File: config.mk
export PLATFORM = sky130hd
export DESIGN_NAME = min_distance_symbol_demapper_unit_flat
export DESIGN_NICKNAME = d
export VERILOG_FILES = /design/src/sv/mdsd_pkg.sv /design/src/sv/mdsd_if.sv /design/src/sv/mdsd_ctrl.sv /design/src/sv/mdsd_datapath.sv /design/src/sv/min_distance_symbol_demapper_unit.sv /design/src/flat_wrapper.sv
export SDC_FILE = /design/constraint.sdc
export NUM_CORES = 2
export LEC_CHECK = 0
export BUFFER_PORTS_ARGS = -buffer_cell sky130_fd_sc_hd__buf_4
export CAP_MARGIN = 20
export CORE_ASPECT_RATIO = 0.5
export CORE_MARGIN = 2
export CORE_UTILIZATION = 47
export CTS_CLUSTER_DIAMETER = 60
export DETAILED_ROUTE_END_ITERATION = 16
export HOLD_SLACK_MARGIN = 0.12
export PLACE_DENSITY_LB_ADDON = 0.12
export SYNTH_ARGS = -nofsm -noshare
export SYNTH_HDL_FRONTEND = slang
export SYNTH_SLANG_ARGS = --single-unit
File: constraint.sdc
create_clock -name clock -period 12.4 [get_ports clock]
set_clock_uncertainty 0.1 [all_clocks]
set_input_delay 2.48 -clock clock [delete_from_list [all_inputs] [get_ports clock]]
set_output_delay 2.48 -clock clock [all_outputs]
set_load 0.02 [all_outputs]
File: src/sv/mdsd_pkg.sv
// Shared types, constants and constellation tables of the symbol demapper.
`timescale 1ns / 1ps
package mdsd_pkg;

   // Search size and counter width.
   localparam int MAX_POINTS = 16;
   localparam int COUNT_BITS = 20;
   localparam int PT_W       = $clog2(MAX_POINTS);

   // Field widths of the items.
   localparam int SAMPLE_W   = 16;
   localparam int SYMBOL_W   = 4;
   localparam int NBITS_W    = 3;
   localparam int SYM_OUT_W  = 20;
   localparam int ERR_W      = 16;
   localparam int CSR_IDX_W  = 2;
   localparam int CSR_DATA_W = 16;

   // Register indexes of the configuration port.
   localparam logic [CSR_IDX_W-1:0] CSR_MODULATION      = 2'd0;
   localparam logic [CSR_IDX_W-1:0] CSR_BITS_PER_SYMBOL = 2'd1;
   localparam logic [CSR_IDX_W-1:0] CSR_ERROR_LIMIT     = 2'd2;

   // Modulation codes.
   localparam logic [1:0] MOD_PAM = 2'd0;
   localparam logic [1:0] MOD_PSK = 2'd1;
   localparam logic [1:0] MOD_QAM = 2'd2;

   // Register reset values.
   localparam logic [1:0]       RST_MODULATION  = MOD_QAM;
   localparam logic [2:0]       RST_BITS_PER_SYM = 3'd4;
   localparam logic [ERR_W-1:0] RST_ERROR_LIMIT = 16'd100;

   typedef logic signed [SAMPLE_W-1:0] coord_type;

   // Commands from the controller to the datapath.
   typedef struct packed {
      logic load;
      logic issue;
      logic commit;
   } dp_cmd_type;

   // Status from the datapath to the controller.
   typedef struct packed {
      logic last_point;
      logic out_free;
   } dp_status_type;

   // In-phase coordinates, [family][k-1][point], Q3.12, unit RMS.
   localparam coord_type ROM_I [3][4][16] = '{
      '{ // PAM
         '{0: -16'sd4096, 1: 16'sd4096, default: 16'sd0},
         '{0: -16'sd5495, 1: -16'sd1832, 2: 16'sd1832, 3: 16'sd5495, default: 16'sd0},
         '{0: -16'sd6257, 1: -16'sd4469, 2: -16'sd2681, 3: -16'sd894,
           4: 16'sd894, 5: 16'sd2681, 6: 16'sd4469, 7: 16'sd6257, default: 16'sd0},
         '{-16'sd6664, -16'sd5776, -16'sd4887, -16'sd3998,
           -16'sd3110, -16'sd2221, -16'sd1333, -16'sd444,
           16'sd444, 16'sd1333, 16'sd2221, 16'sd3110,
           16'sd3998, 16'sd4887, 16'sd5776, 16'sd6664}
      },
      '{ // PSK
         '{0: -16'sd4096, 1: 16'sd4096, default: 16'sd0},
         '{0: 16'sd4096, 1: 16'sd0, 2: -16'sd4096, 3: 16'sd0, default: 16'sd0},
         '{0: 16'sd4096, 1: 16'sd2896, 2: 16'sd0, 3: -16'sd2896,
           4: -16'sd4096, 5: -16'sd2896, 6: 16'sd0, 7: 16'sd2896, default: 16'sd0},
         '{16'sd4096, 16'sd3784, 16'sd2896, 16'sd1567,
           16'sd0, -16'sd1567, -16'sd2896, -16'sd3784,
           -16'sd4096, -16'sd3784, -16'sd2896, -16'sd1567,
           16'sd0, 16'sd1567, 16'sd2896, 16'sd3784}
      },
      '{ // QAM
         '{0: -16'sd4096, 1: 16'sd4096, default: 16'sd0},
         '{0: 16'sd4096, 1: 16'sd0, 2: -16'sd4096, 3: 16'sd0, default: 16'sd0},
         '{0: 16'sd5017, 1: 16'sd1672, 2: -16'sd1672, 3: -16'sd5017,
           4: -16'sd5017, 5: -16'sd1672, 6: 16'sd1672, 7: 16'sd5017, default: 16'sd0},
         '{-16'sd3886, -16'sd1295, 16'sd1295, 16'sd3886,
           16'sd3886, 16'sd1295, -16'sd1295, -16'sd3886,
           -16'sd3886, -16'sd1295, 16'sd1295, 16'sd3886,
           16'sd3886, 16'sd1295, -16'sd1295, -16'sd3886}
      }
   };

   // Quadrature coordinates, same layout.
   localparam coord_type ROM_Q [3][4][16] = '{
      '{ // PAM
         '{default: 16'sd0},
         '{default: 16'sd0},
         '{default: 16'sd0},
         '{default: 16'sd0}
      },
      '{ // PSK
         '{default: 16'sd0},
         '{0: 16'sd0, 1: 16'sd4096, 2: 16'sd0, 3: -16'sd4096, default: 16'sd0},
         '{0: 16'sd0, 1: 16'sd2896, 2: 16'sd4096, 3: 16'sd2896,
           4: 16'sd0, 5: -16'sd2896, 6: -16'sd4096, 7: -16'sd2896, default: 16'sd0},
         '{16'sd0, 16'sd1567, 16'sd2896, 16'sd3784,
           16'sd4096, 16'sd3784, 16'sd2896, 16'sd1567,
           16'sd0, -16'sd1567, -16'sd2896, -16'sd3784,
           -16'sd4096, -16'sd3784, -16'sd2896, -16'sd1567}
      },
      '{ // QAM
         '{default: 16'sd0},
         '{0: 16'sd0, 1: 16'sd4096, 2: 16'sd0, 3: -16'sd4096, default: 16'sd0},
         '{0: 16'sd1672, 1: 16'sd1672, 2: 16'sd1672, 3: 16'sd1672,
           4: -16'sd1672, 5: -16'sd1672, 6: -16'sd1672, 7: -16'sd1672,
           default: 16'sd0},
         '{16'sd3886, 16'sd3886, 16'sd3886, 16'sd3886,
           16'sd1295, 16'sd1295, 16'sd1295, 16'sd1295,
           -16'sd1295, -16'sd1295, -16'sd1295, -16'sd1295,
           -16'sd3886, -16'sd3886, -16'sd3886, -16'sd3886}
      }
   };

endpackage

File: src/sv/mdsd_if.sv
// Valid/ready channel interfaces for the demapper's request and response items.
`timescale 1ns / 1ps
interface mdsd_req_if;
   import mdsd_pkg::*;
   logic                       valid;
   logic                       ready;
   logic signed [SAMPLE_W-1:0] rx_inphase;
   logic signed [SAMPLE_W-1:0] rx_quadrature;
   logic [SYMBOL_W-1:0]        sent_symbol;
   logic                       clear_counts;

   modport source (output valid, rx_inphase, rx_quadrature, sent_symbol, clear_counts,
                   input ready);
   modport sink (input valid, rx_inphase, rx_quadrature, sent_symbol, clear_counts,
                 output ready);
endinterface

interface mdsd_rsp_if;
   import mdsd_pkg::*;
   logic                 valid;
   logic                 ready;
   logic [SYMBOL_W-1:0]  est_symbol;
   logic                 symbol_wrong;
   logic [NBITS_W-1:0]   bit_error_count;
   logic [SYM_OUT_W-1:0] symbol_total;
   logic [ERR_W-1:0]     error_total;
   logic                 limit_reached;

   modport source (output valid, est_symbol, symbol_wrong, bit_error_count, symbol_total,
                   error_total, limit_reached, input ready);
   modport sink (input valid, est_symbol, symbol_wrong, bit_error_count, symbol_total,
                 error_total, limit_reached, output ready);
endinterface

File: src/sv/mdsd_ctrl.sv
// Sequencing state machine of the demapper: accept, point scan, drain and result commit.
`timescale 1ns / 1ps
module mdsd_ctrl
   import mdsd_pkg::*;
(
   input  logic          clock,
   input  logic          reset,
   input  logic          req_valid,
   output logic          req_ready,
   input  dp_status_type status,
   output dp_cmd_type    cmd
);

   localparam logic [1:0] ST_IDLE   = 2'd0;
   localparam logic [1:0] ST_SCAN   = 2'd1;
   localparam logic [1:0] ST_DRAIN  = 2'd2;
   localparam logic [1:0] ST_COMMIT = 2'd3;

   logic [1:0] state_ff;
   logic [1:0] state_in;

   // Next state and commands.
   always_comb begin
      state_in   = state_ff;
      req_ready  = 1'b0;
      cmd        = '0;
      case (state_ff)
         ST_IDLE: begin
            req_ready = 1'b1;
            if (req_valid) begin
               cmd.load = 1'b1;
               state_in = ST_SCAN;
            end
         end
         ST_SCAN: begin
            cmd.issue = 1'b1;
            if (status.last_point) begin
               state_in = ST_DRAIN;
            end
         end
         ST_DRAIN: begin
            state_in = ST_COMMIT;
         end
         ST_COMMIT: begin
            if (status.out_free) begin
               cmd.commit = 1'b1;
               state_in   = ST_IDLE;
            end
         end
         default: begin
            state_in = ST_IDLE;
         end
      endcase
   end

   // State register.
   always_ff @(posedge clock) begin
      if (reset) begin
         state_ff <= ST_IDLE;
      end else begin
         state_ff <= state_in;
      end
   end

endmodule

File: src/sv/mdsd_datapath.sv
// Demapper datapath: settings, distance unit, running minimum, counters and result register.
`timescale 1ns / 1ps
module mdsd_datapath
   import mdsd_pkg::*;
(
   input  logic                       clock,
   input  logic                       reset,
   // Configuration writes.
   input  logic                       csr_write_enable,
   input  logic [CSR_IDX_W-1:0]       csr_index,
   input  logic [CSR_DATA_W-1:0]      csr_write_data,
   // Request payload.
   input  logic signed [SAMPLE_W-1:0] req_rx_inphase,
   input  logic signed [SAMPLE_W-1:0] req_rx_quadrature,
   input  logic [SYMBOL_W-1:0]        req_sent_symbol,
   input  logic                       req_clear_counts,
   // Controller link.
   input  dp_cmd_type                 cmd,
   output dp_status_type              status,
   // Response register.
   input  logic                       rsp_ready,
   output logic                       rsp_valid,
   output logic [SYMBOL_W-1:0]        rsp_est_symbol,
   output logic                       rsp_symbol_wrong,
   output logic [NBITS_W-1:0]         rsp_bit_error_count,
   output logic [SYM_OUT_W-1:0]       rsp_symbol_total,
   output logic [ERR_W-1:0]           rsp_error_total,
   output logic                       rsp_limit_reached
);

   localparam logic [COUNT_BITS-1:0] SYM_MAX = '1;
   localparam logic [ERR_W-1:0]      ERR_MAX = '1;

   // Settings registers.
   logic [1:0]       modulation_ff;
   logic [2:0]       bits_per_symbol_ff;
   logic [ERR_W-1:0] error_limit_ff;

   always_ff @(posedge clock) begin
      if (reset) begin
         modulation_ff      <= RST_MODULATION;
         bits_per_symbol_ff <= RST_BITS_PER_SYM;
         error_limit_ff     <= RST_ERROR_LIMIT;
      end else if (csr_write_enable) begin
         case (csr_index)
            CSR_MODULATION:      modulation_ff      <= csr_write_data[1:0];
            CSR_BITS_PER_SYMBOL: bits_per_symbol_ff <= csr_write_data[2:0];
            CSR_ERROR_LIMIT:     error_limit_ff     <= csr_write_data[ERR_W-1:0];
            default:             ;
         endcase
      end
   end

   // Effective family, k and point count.
   logic [1:0] fam;
   logic [2:0] k_eff;
   logic [1:0] k_idx;
   logic [4:0] npts_full;
   logic [4:0] npts;
   logic [4:0] mask_full;
   logic [3:0] mask;

   always_comb begin
      fam = (modulation_ff > MOD_QAM) ? MOD_QAM : modulation_ff;
      if (bits_per_symbol_ff == 3'd0) begin
         k_eff = 3'd1;
      end else if (bits_per_symbol_ff > 3'd4) begin
         k_eff = 3'd4;
      end else begin
         k_eff = bits_per_symbol_ff;
      end
      k_idx     = 2'(k_eff - 3'd1);
      npts_full = 5'd1 << k_eff;
      npts      = (npts_full > 5'(MAX_POINTS)) ? 5'(MAX_POINTS) : npts_full;
      mask_full = npts_full - 5'd1;
      mask      = mask_full[3:0];
   end

   // Latched item.
   logic signed [SAMPLE_W-1:0] rx_i_ff;
   logic signed [SAMPLE_W-1:0] rx_q_ff;
   logic [SYMBOL_W-1:0]        sent_ff;
   logic                       clear_ff;

   always_ff @(posedge clock) begin
      if (cmd.load) begin
         rx_i_ff  <= req_rx_inphase;
         rx_q_ff  <= req_rx_quadrature;
         sent_ff  <= req_sent_symbol;
         clear_ff <= req_clear_counts;
      end
   end

   // Point counter, one constellation point per cycle.
   logic [PT_W-1:0] pt_ff;

   always_ff @(posedge clock) begin
      if (cmd.load) begin
         pt_ff <= '0;
      end else if (cmd.issue) begin
         pt_ff <= pt_ff + PT_W'(1);
      end
   end

   assign status.last_point = (5'(pt_ff) == (npts - 5'd1));

   // Distance stage: table lookup, differences and squares.
   coord_type          pt_i;
   coord_type          pt_q;
   logic signed [16:0] diff_i;
   logic signed [16:0] diff_q;
   logic signed [33:0] prod_i;
   logic signed [33:0] prod_q;

   always_comb begin
      pt_i   = ROM_I[fam][k_idx][4'(pt_ff)];
      pt_q   = ROM_Q[fam][k_idx][4'(pt_ff)];
      diff_i = 17'(rx_i_ff) - 17'(pt_i);
      diff_q = 17'(rx_q_ff) - 17'(pt_q);
      prod_i = diff_i * diff_i;
      prod_q = diff_q * diff_q;
   end

   logic [30:0]     sq_i_ff;
   logic [30:0]     sq_q_ff;
   logic [PT_W-1:0] sq_idx_ff;
   logic            sq_first_ff;
   logic            sq_valid_ff;

   always_ff @(posedge clock) begin
      sq_i_ff     <= prod_i[30:0];
      sq_q_ff     <= prod_q[30:0];
      sq_idx_ff   <= pt_ff;
      sq_first_ff <= (pt_ff == '0);
   end

   always_ff @(posedge clock) begin
      if (reset) begin
         sq_valid_ff <= 1'b0;
      end else begin
         sq_valid_ff <= cmd.issue;
      end
   end

   // Running minimum; a strict compare keeps the lowest index on a tie.
   logic [31:0]     cur_dist;
   logic [31:0]     best_ff;
   logic [PT_W-1:0] best_idx_ff;

   assign cur_dist = {1'b0, sq_i_ff} + {1'b0, sq_q_ff};

   always_ff @(posedge clock) begin
      if (sq_valid_ff && (sq_first_ff || (cur_dist < best_ff))) begin
         best_ff     <= cur_dist;
         best_idx_ff <= sq_idx_ff;
      end
   end

   // Result fields and counter update for the item being committed.
   logic [3:0]            est;
   logic [3:0]            diff_bits;
   logic [NBITS_W-1:0]    nbits;
   logic [COUNT_BITS-1:0] base_sym;
   logic [ERR_W-1:0]      base_err;
   logic                  base_stop;
   logic [COUNT_BITS-1:0] sym_in;
   logic [ERR_W-1:0]      err_in;
   logic                  stop_in;

   logic [COUNT_BITS-1:0] sym_cnt_ff;
   logic [ERR_W-1:0]      err_cnt_ff;
   logic                  stop_ff;

   always_comb begin
      est       = 4'(best_idx_ff);
      diff_bits = (est ^ sent_ff) & mask;
      nbits     = '0;
      for (int b = 0; b < 4; b++) begin
         nbits = nbits + NBITS_W'(diff_bits[b]);
      end
      base_sym  = clear_ff ? '0 : sym_cnt_ff;
      base_err  = clear_ff ? '0 : err_cnt_ff;
      base_stop = clear_ff ? 1'b0 : stop_ff;
      sym_in    = base_sym;
      err_in    = base_err;
      stop_in   = base_stop;
      if (!base_stop) begin
         if (base_sym != SYM_MAX) begin
            sym_in = base_sym + COUNT_BITS'(1);
         end
         if ((diff_bits != 4'd0) && (base_err != ERR_MAX)) begin
            err_in = base_err + ERR_W'(1);
         end
         stop_in = (err_in >= error_limit_ff);
      end
   end

   always_ff @(posedge clock) begin
      if (reset) begin
         sym_cnt_ff <= '0;
         err_cnt_ff <= '0;
         stop_ff    <= 1'b0;
      end else if (cmd.commit) begin
         sym_cnt_ff <= sym_in;
         err_cnt_ff <= err_in;
         stop_ff    <= stop_in;
      end
   end

   // Output register; a waiting result does not hold up the next item's scan.
   logic                 rsp_valid_ff;
   logic [SYMBOL_W-1:0]  rsp_est_ff;
   logic                 rsp_wrong_ff;
   logic [NBITS_W-1:0]   rsp_nbits_ff;
   logic [SYM_OUT_W-1:0] rsp_sym_ff;
   logic [ERR_W-1:0]     rsp_err_ff;
   logic                 rsp_stop_ff;

   always_ff @(posedge clock) begin
      if (reset) begin
         rsp_valid_ff <= 1'b0;
      end else if (cmd.commit) begin
         rsp_valid_ff <= 1'b1;
      end else if (rsp_ready) begin
         rsp_valid_ff <= 1'b0;
      end
   end

   always_ff @(posedge clock) begin
      if (cmd.commit) begin
         rsp_est_ff   <= est;
         rsp_wrong_ff <= (diff_bits != 4'd0);
         rsp_nbits_ff <= nbits;
         rsp_sym_ff   <= SYM_OUT_W'(sym_in);
         rsp_err_ff   <= err_in;
         rsp_stop_ff  <= stop_in;
      end
   end

   assign status.out_free     = !rsp_valid_ff || rsp_ready;
   assign rsp_valid           = rsp_valid_ff;
   assign rsp_est_symbol      = rsp_est_ff;
   assign rsp_symbol_wrong    = rsp_wrong_ff;
   assign rsp_bit_error_count = rsp_nbits_ff;
   assign rsp_symbol_total    = rsp_sym_ff;
   assign rsp_error_total     = rsp_err_ff;
   assign rsp_limit_reached   = rsp_stop_ff;

   // A result is never written over one that has not been taken.
   assert property (@(posedge clock) disable iff (reset)
      cmd.commit |-> (!rsp_valid_ff || rsp_ready))
      else $error("result committed while output register is occupied");

   // The totals move only when an item is committed.
   assert property (@(posedge clock) disable iff (reset)
      !cmd.commit |=> ($stable(sym_cnt_ff) && $stable(err_cnt_ff)))
      else $error("totals changed without a committed item");

   // The stop flag drops only through a clearing item.
   assert property (@(posedge clock) disable iff (reset)
      (stop_ff && !(cmd.commit && clear_ff)) |=> stop_ff)
      else $error("stop flag dropped without a clear");

   // A commit always presents a result in the next cycle.
   assert property (@(posedge clock) disable iff (reset)
      cmd.commit |=> rsp_valid_ff)
      else $error("committed result not presented");

endmodule

File: src/sv/min_distance_symbol_demapper_unit.sv
// Top level of the minimum-distance symbol demapper with error counting.
`timescale 1ns / 1ps
// Usage:
// The req channel carries one received I/Q sample (signed Q3.12), the sent
// symbol index and a clear flag; the rsp channel returns the nearest point's
// index, the symbol-error flag, the bit-error count and the running totals.
// Both channels move an item when valid and ready are high at a clock edge.
// Settings are written through the csr port (index 0 modulation, 1 bits per
// symbol, 2 error limit) while no item is in flight.
// One constellation point is compared per cycle by a single distance unit;
// after the scan of all N points, where N is the number of points (2 to 16),
// a drain state and then a commit state write the result to the output register.
// The next item is accepted in the cycle after a result is written, so an item
// is not taken while the one before it is still being scanned or committed.
// A finished result sits in an output register; the next item is accepted and
// scanned while it waits, and a second result waits in the datapath until the
// receiver takes the first one.
// Synchronous reset restores QAM, 4 bits per symbol, an error limit of 100 and
// clears the totals, the stop flag and any item in flight.
module min_distance_symbol_demapper_unit
   import mdsd_pkg::*;
(
   input  logic                  clock,
   input  logic                  reset,
   input  logic                  csr_write_enable,
   input  logic [CSR_IDX_W-1:0]  csr_index,
   input  logic [CSR_DATA_W-1:0] csr_write_data,
   mdsd_req_if.sink              req,
   mdsd_rsp_if.source            rsp
);

   dp_cmd_type    cmd;
   dp_status_type status;

   // Sequencer.
   mdsd_ctrl u_ctrl (
      .clock     (clock),
      .reset     (reset),
      .req_valid (req.valid),
      .req_ready (req.ready),
      .status    (status),
      .cmd       (cmd)
   );

   // Datapath with the response register.
   mdsd_datapath u_datapath (
      .clock               (clock),
      .reset               (reset),
      .csr_write_enable    (csr_write_enable),
      .csr_index           (csr_index),
      .csr_write_data      (csr_write_data),
      .req_rx_inphase      (req.rx_inphase),
      .req_rx_quadrature   (req.rx_quadrature),
      .req_sent_symbol     (req.sent_symbol),
      .req_clear_counts    (req.clear_counts),
      .cmd                 (cmd),
      .status              (status),
      .rsp_ready           (rsp.ready),
      .rsp_valid           (rsp.valid),
      .rsp_est_symbol      (rsp.est_symbol),
      .rsp_symbol_wrong    (rsp.symbol_wrong),
      .rsp_bit_error_count (rsp.bit_error_count),
      .rsp_symbol_total    (rsp.symbol_total),
      .rsp_error_total     (rsp.error_total),
      .rsp_limit_reached   (rsp.limit_reached)
   );

endmodule

File: src/flat_wrapper.sv
// flat-port wrapper written by rule: the top's interface ports become plain ports
module min_distance_symbol_demapper_unit_flat import mdsd_pkg::*;
  (clock, reset, csr_write_enable, csr_index, csr_write_data, req_valid, req_rx_inphase, req_rx_quadrature, req_sent_symbol, req_clear_counts, req_ready, rsp_valid, rsp_est_symbol, rsp_symbol_wrong, rsp_bit_error_count, rsp_symbol_total, rsp_error_total, rsp_limit_reached, rsp_ready);
  mdsd_req_if req_i ();
  mdsd_rsp_if rsp_i ();
  input  logic clock;
  input  logic reset;
  input  logic csr_write_enable;
  input  logic [CSR_IDX_W-1:0] csr_index;
  input  logic [CSR_DATA_W-1:0] csr_write_data;
  input wire logic [$bits(req_i.valid)-1:0] req_valid;
  input wire logic [$bits(req_i.rx_inphase)-1:0] req_rx_inphase;
  input wire logic [$bits(req_i.rx_quadrature)-1:0] req_rx_quadrature;
  input wire logic [$bits(req_i.sent_symbol)-1:0] req_sent_symbol;
  input wire logic [$bits(req_i.clear_counts)-1:0] req_clear_counts;
  output wire logic [$bits(req_i.ready)-1:0] req_ready;
  output wire logic [$bits(rsp_i.valid)-1:0] rsp_valid;
  output wire logic [$bits(rsp_i.est_symbol)-1:0] rsp_est_symbol;
  output wire logic [$bits(rsp_i.symbol_wrong)-1:0] rsp_symbol_wrong;
  output wire logic [$bits(rsp_i.bit_error_count)-1:0] rsp_bit_error_count;
  output wire logic [$bits(rsp_i.symbol_total)-1:0] rsp_symbol_total;
  output wire logic [$bits(rsp_i.error_total)-1:0] rsp_error_total;
  output wire logic [$bits(rsp_i.limit_reached)-1:0] rsp_limit_reached;
  input wire logic [$bits(rsp_i.ready)-1:0] rsp_ready;
  assign req_i.valid = req_valid;
  assign req_i.rx_inphase = req_rx_inphase;
  assign req_i.rx_quadrature = req_rx_quadrature;
  assign req_i.sent_symbol = req_sent_symbol;
  assign req_i.clear_counts = req_clear_counts;
  assign req_ready = req_i.ready;
  assign rsp_valid = rsp_i.valid;
  assign rsp_est_symbol = rsp_i.est_symbol;
  assign rsp_symbol_wrong = rsp_i.symbol_wrong;
  assign rsp_bit_error_count = rsp_i.bit_error_count;
  assign rsp_symbol_total = rsp_i.symbol_total;
  assign rsp_error_total = rsp_i.error_total;
  assign rsp_limit_reached = rsp_i.limit_reached;
  assign rsp_i.ready = rsp_ready;
  min_distance_symbol_demapper_unit u_core (.clock(clock), .reset(reset), .csr_write_enable(csr_write_enable), .csr_index(csr_index), .csr_write_data(csr_write_data), .req(req_i), .rsp(rsp_i));
endmodule
==> results by stage <==
Clocking:
- Clock tree synthesis selected as its root buffer the cell sky130_fd_sc_hd__clkbuf_16.
- The maximum buffer depth of the clock tree is 3.
- The post-CTS setup repair buffer count is 0.
- CTS built an H-tree with a depth of 1.
- TritonCTS built the clock tree.
- The source-to-sink clock delay at the later pin of the worst-skew pair is 0.62 ns.
- The CTS sink count is 249.
- In this run, post-CTS hold repair placed 0 buffers.
- Once the clock tree was built, the resizer swapped 0 gates to a different size.
- The clock slew seen by the registers of the worst setup and hold paths is 0.07 ns.
- The number of clock buffers inserted by TritonCTS is 28.

Logic synthesis:
- Synthesis produced a netlist with a net count of 4,479.
- The register bit total from synthesis is 249.
- The number of instances in the synthesized netlist is 3,641.
- sky130_fd_sc_hd__inv_1 is the most common cell in the netlist.
- The register area share after synthesis is 0.189.
- The commonest cells after synthesis are 689 x sky130_fd_sc_hd__inv_1, 499 x sky130_fd_sc_hd__fa_1, 400 x sky130_fd_sc_hd__nor2_1, 340 x sky130_fd_sc_hd__nand2_1, 279 x sky130_fd_sc_hd__ha_1.
- Yosys mapped a number of flops with a built-in enable equal to 118.
- After synthesis, the mean cell area works out to 8.97 um^2.
- The count of yosys warnings during synthesis is 0.
- sky130_fd_sc_hd__fa_1 takes more of the synthesized area than any other cell.
- The top-area cell type share of the netlist area is 0.306.
- The netlist uses 90 different library cells.
- For this run, the leading register cell type out of synthesis is sky130_fd_sc_hd__dfxtp_1.
- The total standard cell area after synthesis is 32,700 um^2.
- Sorting the synthesized cells by area gives the leading types as sky130_fd_sc_hd__fa_1 31%, sky130_fd_sc_hd__edfxtp_1 11%, sky130_fd_sc_hd__ha_1 11%.
- The fraction of synthesis flops using an asynchronous set or reset pin is 0.

Timing:
- The final critical-path share of the clock period is 0.944.
- The final hold violation count is 0.
- Setup violations remaining at the end of the flow were counted as 0.
- The transition time of the tightest slew-check pin is 1.04 ns.
- Subtracting the final worst setup slack from the clock period gives 11.70 ns.
- The final number of max-transition violations is 0.
- Summed over all failing endpoints, the final setup total negative slack is 0 ns.
- Setup repair after global routing left no endpoint under its margin.
- The maximum clock frequency is 85.5 MHz.
- The worst-case headroom to the max-slew limit is 0.304.

Routing:
- The number of remaining DRC errors is 0.
- After detailed routing, the average wire length per cell comes to 17.8 um.
- The pre-antenna-repair detailed-routing pass consisted of 6 iterations.
- The average via count per standard cell is 5.36.
- In this run the remaining antenna-violating nets after routing total 0.
- The detailed router finished its first iteration with 1,681 violations.
- The final route contains 24,900 vias.
- For this block, the routed nets add up to 82,600 um of wire.

Critical path:
- Together, buffers and inverters on the worst path number 7.
- The sort of element at the end of the critical path is a flop.
- The most common cell type on the critical path is sky130_fd_sc_hd__fa_1.
- The launching element type of the critical path is a flop.
- The data arrival time of the critical path is 12.07 ns.
- Along the worst path, the maximum fanout reaches 26.
- The peak per-stage delay on the critical path is 0.86 ns.
- For the worst setup path, the data required time is 12.77 ns.
- The critical setup path kind is reg -> reg.
- The slowest stage of the critical path is the sky130_fd_sc_hd__a211oi_2 cell.
- In this run the register-to-register setup slack is 0.70 ns.
- In this design, the largest share of critical-path delay is due to adder cells.

Status:
- The flow ran to the end, and the final reports show no timing, DRC or antenna violations.

Place:
- The half-perimeter wire length after placement is 66,600 um.
- The final weighted congestion of routability-driven global placement is 0.940.
- In this run the tool buffered the top-level ports with 106 buffer cells.
- The number of cells after detailed placement is 4,587.
- In this run the cell area measured after placement is 34,600 um^2.

Die:
- The die area is 71,800 um^2.
- The height of the die is 190 um.
- The initial core utilization is 0.474.
- The standard-cell row count is 68.
- The x dimension of the die is 377 um.
- After floorplanning, the core was sized to cover 68,900 um^2.
- 107 I/O pins were placed.

GRT:
- The overall track demand over capacity in global routing is 0.240.
- The pin count of the biggest net entering global routing is 82.
- The wire length of the first global-routing pass is 137,000 um.
- The aggregate global routing overflow is 0.
- The number of antenna violations at the first check in global routing came to 0.
- The via count of the first global-routing pass is 25,700.

Flow run:
- The tool flagged a number of max-cap violations equal to 0.

Final layout:
- In the final layout, the share of cells above drive strength 1 is 0.0705.
- The final standard cell count with taps included and fillers excluded is 4,640.
- With fillers left out, the area of the finished cells amounts to 35,600 um^2.
- 0 antenna diodes ended up in the layout.
- The area growth from synthesis to final layout is 8.96%.
- Measured on the finished design, the core utilization comes to 0.517.
- The final layout contains 4,546 nets.

Min path:
- The worst hold path class is reg -> reg.
[final cells by class]
cell class | instances | area, um^2
fillers | 6503 | 33300
multi-input cells | 2559 | 23400
flip-flops and latches | 249 | 6170
inverters | 705 | 2650
repair buffers | 165 | 1250
well taps | 910 | 1140
clock buffers | 32 | 736
clock inverters | 20 | 277
[worst register-to-register path: cells and delay by family (launching register included)]
family / cells / cell delay, ns
adders and majority gates: 9 / 4.25
AOI/OAI and AO/OA: 11 / 3.51
DFF: 1 / 0.32
buffers and inverters: 7 / 0.84
and+or+nand+nor: 11 / 2.51
[path summary, 6_finish.rpt]
| kind | startpoint | endpoint | depth (start not counted) |
|---|---|---|---|
| hold reg to reg | u_core.u_datapath.sq_idx_ff[2]$_DFF_P_ | u_core.u_datapath.best_idx_ff[2]$_DFFE_PP_ | 0 |
| setup / recovery | u_core.u_datapath.bits_per_symbol_ff[1]$_SDFFE_PP0P_ | u_core.u_datapath.sq_q_ff[29]$_DFF_P_ | 38 |
| hold / removal | u_core.u_datapath.sq_idx_ff[2]$_DFF_P_ | u_core.u_datapath.best_idx_ff[2]$_DFFE_PP_ | 0 |
| setup reg to reg | u_core.u_datapath.bits_per_symbol_ff[1]$_SDFFE_PP0P_ | u_core.u_datapath.sq_q_ff[29]$_DFF_P_ | 38 |
[kinds of logic (layout without fill, tap and decap cells)]
family                   count (synthesis)  after routing  share of synthesized area
AO/OA/AOI/OAI                          577            577                      0.113
XOR/XNOR                               193            193                     0.0522
adder cells (fa/ha/maj)                778            778                      0.413
buffers and inverters                  833            922                     0.0959
flip-flops                             249            249                      0.189
multiplexers                            11             11                    0.00348
AND/OR/NAND/NOR                       1000           1000                      0.134
[layer usage]
metal / global-route usage / wire length (um) / vias up
met4: 0.0580 / 2110 / 0
met5: 0 / 0 / -
met1: 0.340 / 37800 / 12300
li1: - / - / 11800
met2: 0.385 / 37300 / 723
met3: 0.0391 / 5440 / 124
[flip-flops by register name, indices dropped and copies added, names as in the netlist, 2 cells and up]
signal                                 count
u_core.u_ctrl.state_ff                     2
u_core.u_datapath.best_ff                 32
u_core.u_datapath.best_idx_ff              4
u_core.u_datapath.bits_per_symbol_ff       3
u_core.u_datapath.err_cnt_ff              16
u_core.u_datapath.error_limit_ff          16
u_core.u_datapath.modulation_ff            2
u_core.u_datapath.pt_ff                    4
u_core.u_datapath.rsp_bit_error_count      3
u_core.u_datapath.rsp_error_total         16
u_core.u_datapath.rsp_est_symbol           4
u_core.u_datapath.rsp_symbol_total        20
u_core.u_datapath.rx_i_ff                 16
u_core.u_datapath.rx_q_ff                 16
u_core.u_datapath.sent_ff                  4
u_core.u_datapath.sq_i_ff                 30
u_core.u_datapath.sq_idx_ff                4
u_core.u_datapath.sq_q_ff                 30
u_core.u_datapath.sym_cnt_ff              20
[cell usage in the layout, fill, tap and decap left out, types with 7 or more instances in the layout]
cell                        instances
sky130_fd_sc_hd__nor2_1           400
sky130_fd_sc_hd__nand4_1           16
sky130_fd_sc_hd__and2_1            14
sky130_fd_sc_hd__o21ai_0          136
sky130_fd_sc_hd__xnor2_1          134
sky130_fd_sc_hd__mux2i_1            8
sky130_fd_sc_hd__o21a_1            24
sky130_fd_sc_hd__a221oi_1           7
sky130_fd_sc_hd__nand2b_1          39
sky130_fd_sc_hd__and3_1            17
sky130_fd_sc_hd__a22oi_1            9
sky130_fd_sc_hd__inv_1            688
sky130_fd_sc_hd__or2_2              7
sky130_fd_sc_hd__clkinv_1          12
sky130_fd_sc_hd__o211ai_1          15
sky130_fd_sc_hd__ha_1             279
sky130_fd_sc_hd__buf_4            164
sky130_fd_sc_hd__xor2_1            57
sky130_fd_sc_hd__a211oi_1          19
sky130_fd_sc_hd__o22ai_1           21
sky130_fd_sc_hd__nand2_1          340
sky130_fd_sc_hd__a211o_1           10
sky130_fd_sc_hd__fa_1             499
sky130_fd_sc_hd__edfxtp_1         118
sky130_fd_sc_hd__o31ai_1           12
sky130_fd_sc_hd__nor3_1            36
sky130_fd_sc_hd__clkbuf_16         28
sky130_fd_sc_hd__nor2b_1           38
sky130_fd_sc_hd__dfxtp_1          129
sky130_fd_sc_hd__a21o_1            51
sky130_fd_sc_hd__or3_1             16
sky130_fd_sc_hd__a21oi_1          173
sky130_fd_sc_hd__nand3_1           40
sky130_fd_sc_hd__a31oi_1           22
[metrics by stage]
step                hold WS [ns]  worst slack, ns
finish                     0.306            0.699
global route               0.315           0.0651
CTS                        0.306            0.698
detailed placement         0.289            0.847
global placement           0.288            0.832
floorplan                  0.229             2.01
Power is left out: the tool's default activity adds up to more than one toggle a clock period on the data nets, which glitch-free logic cannot reach.
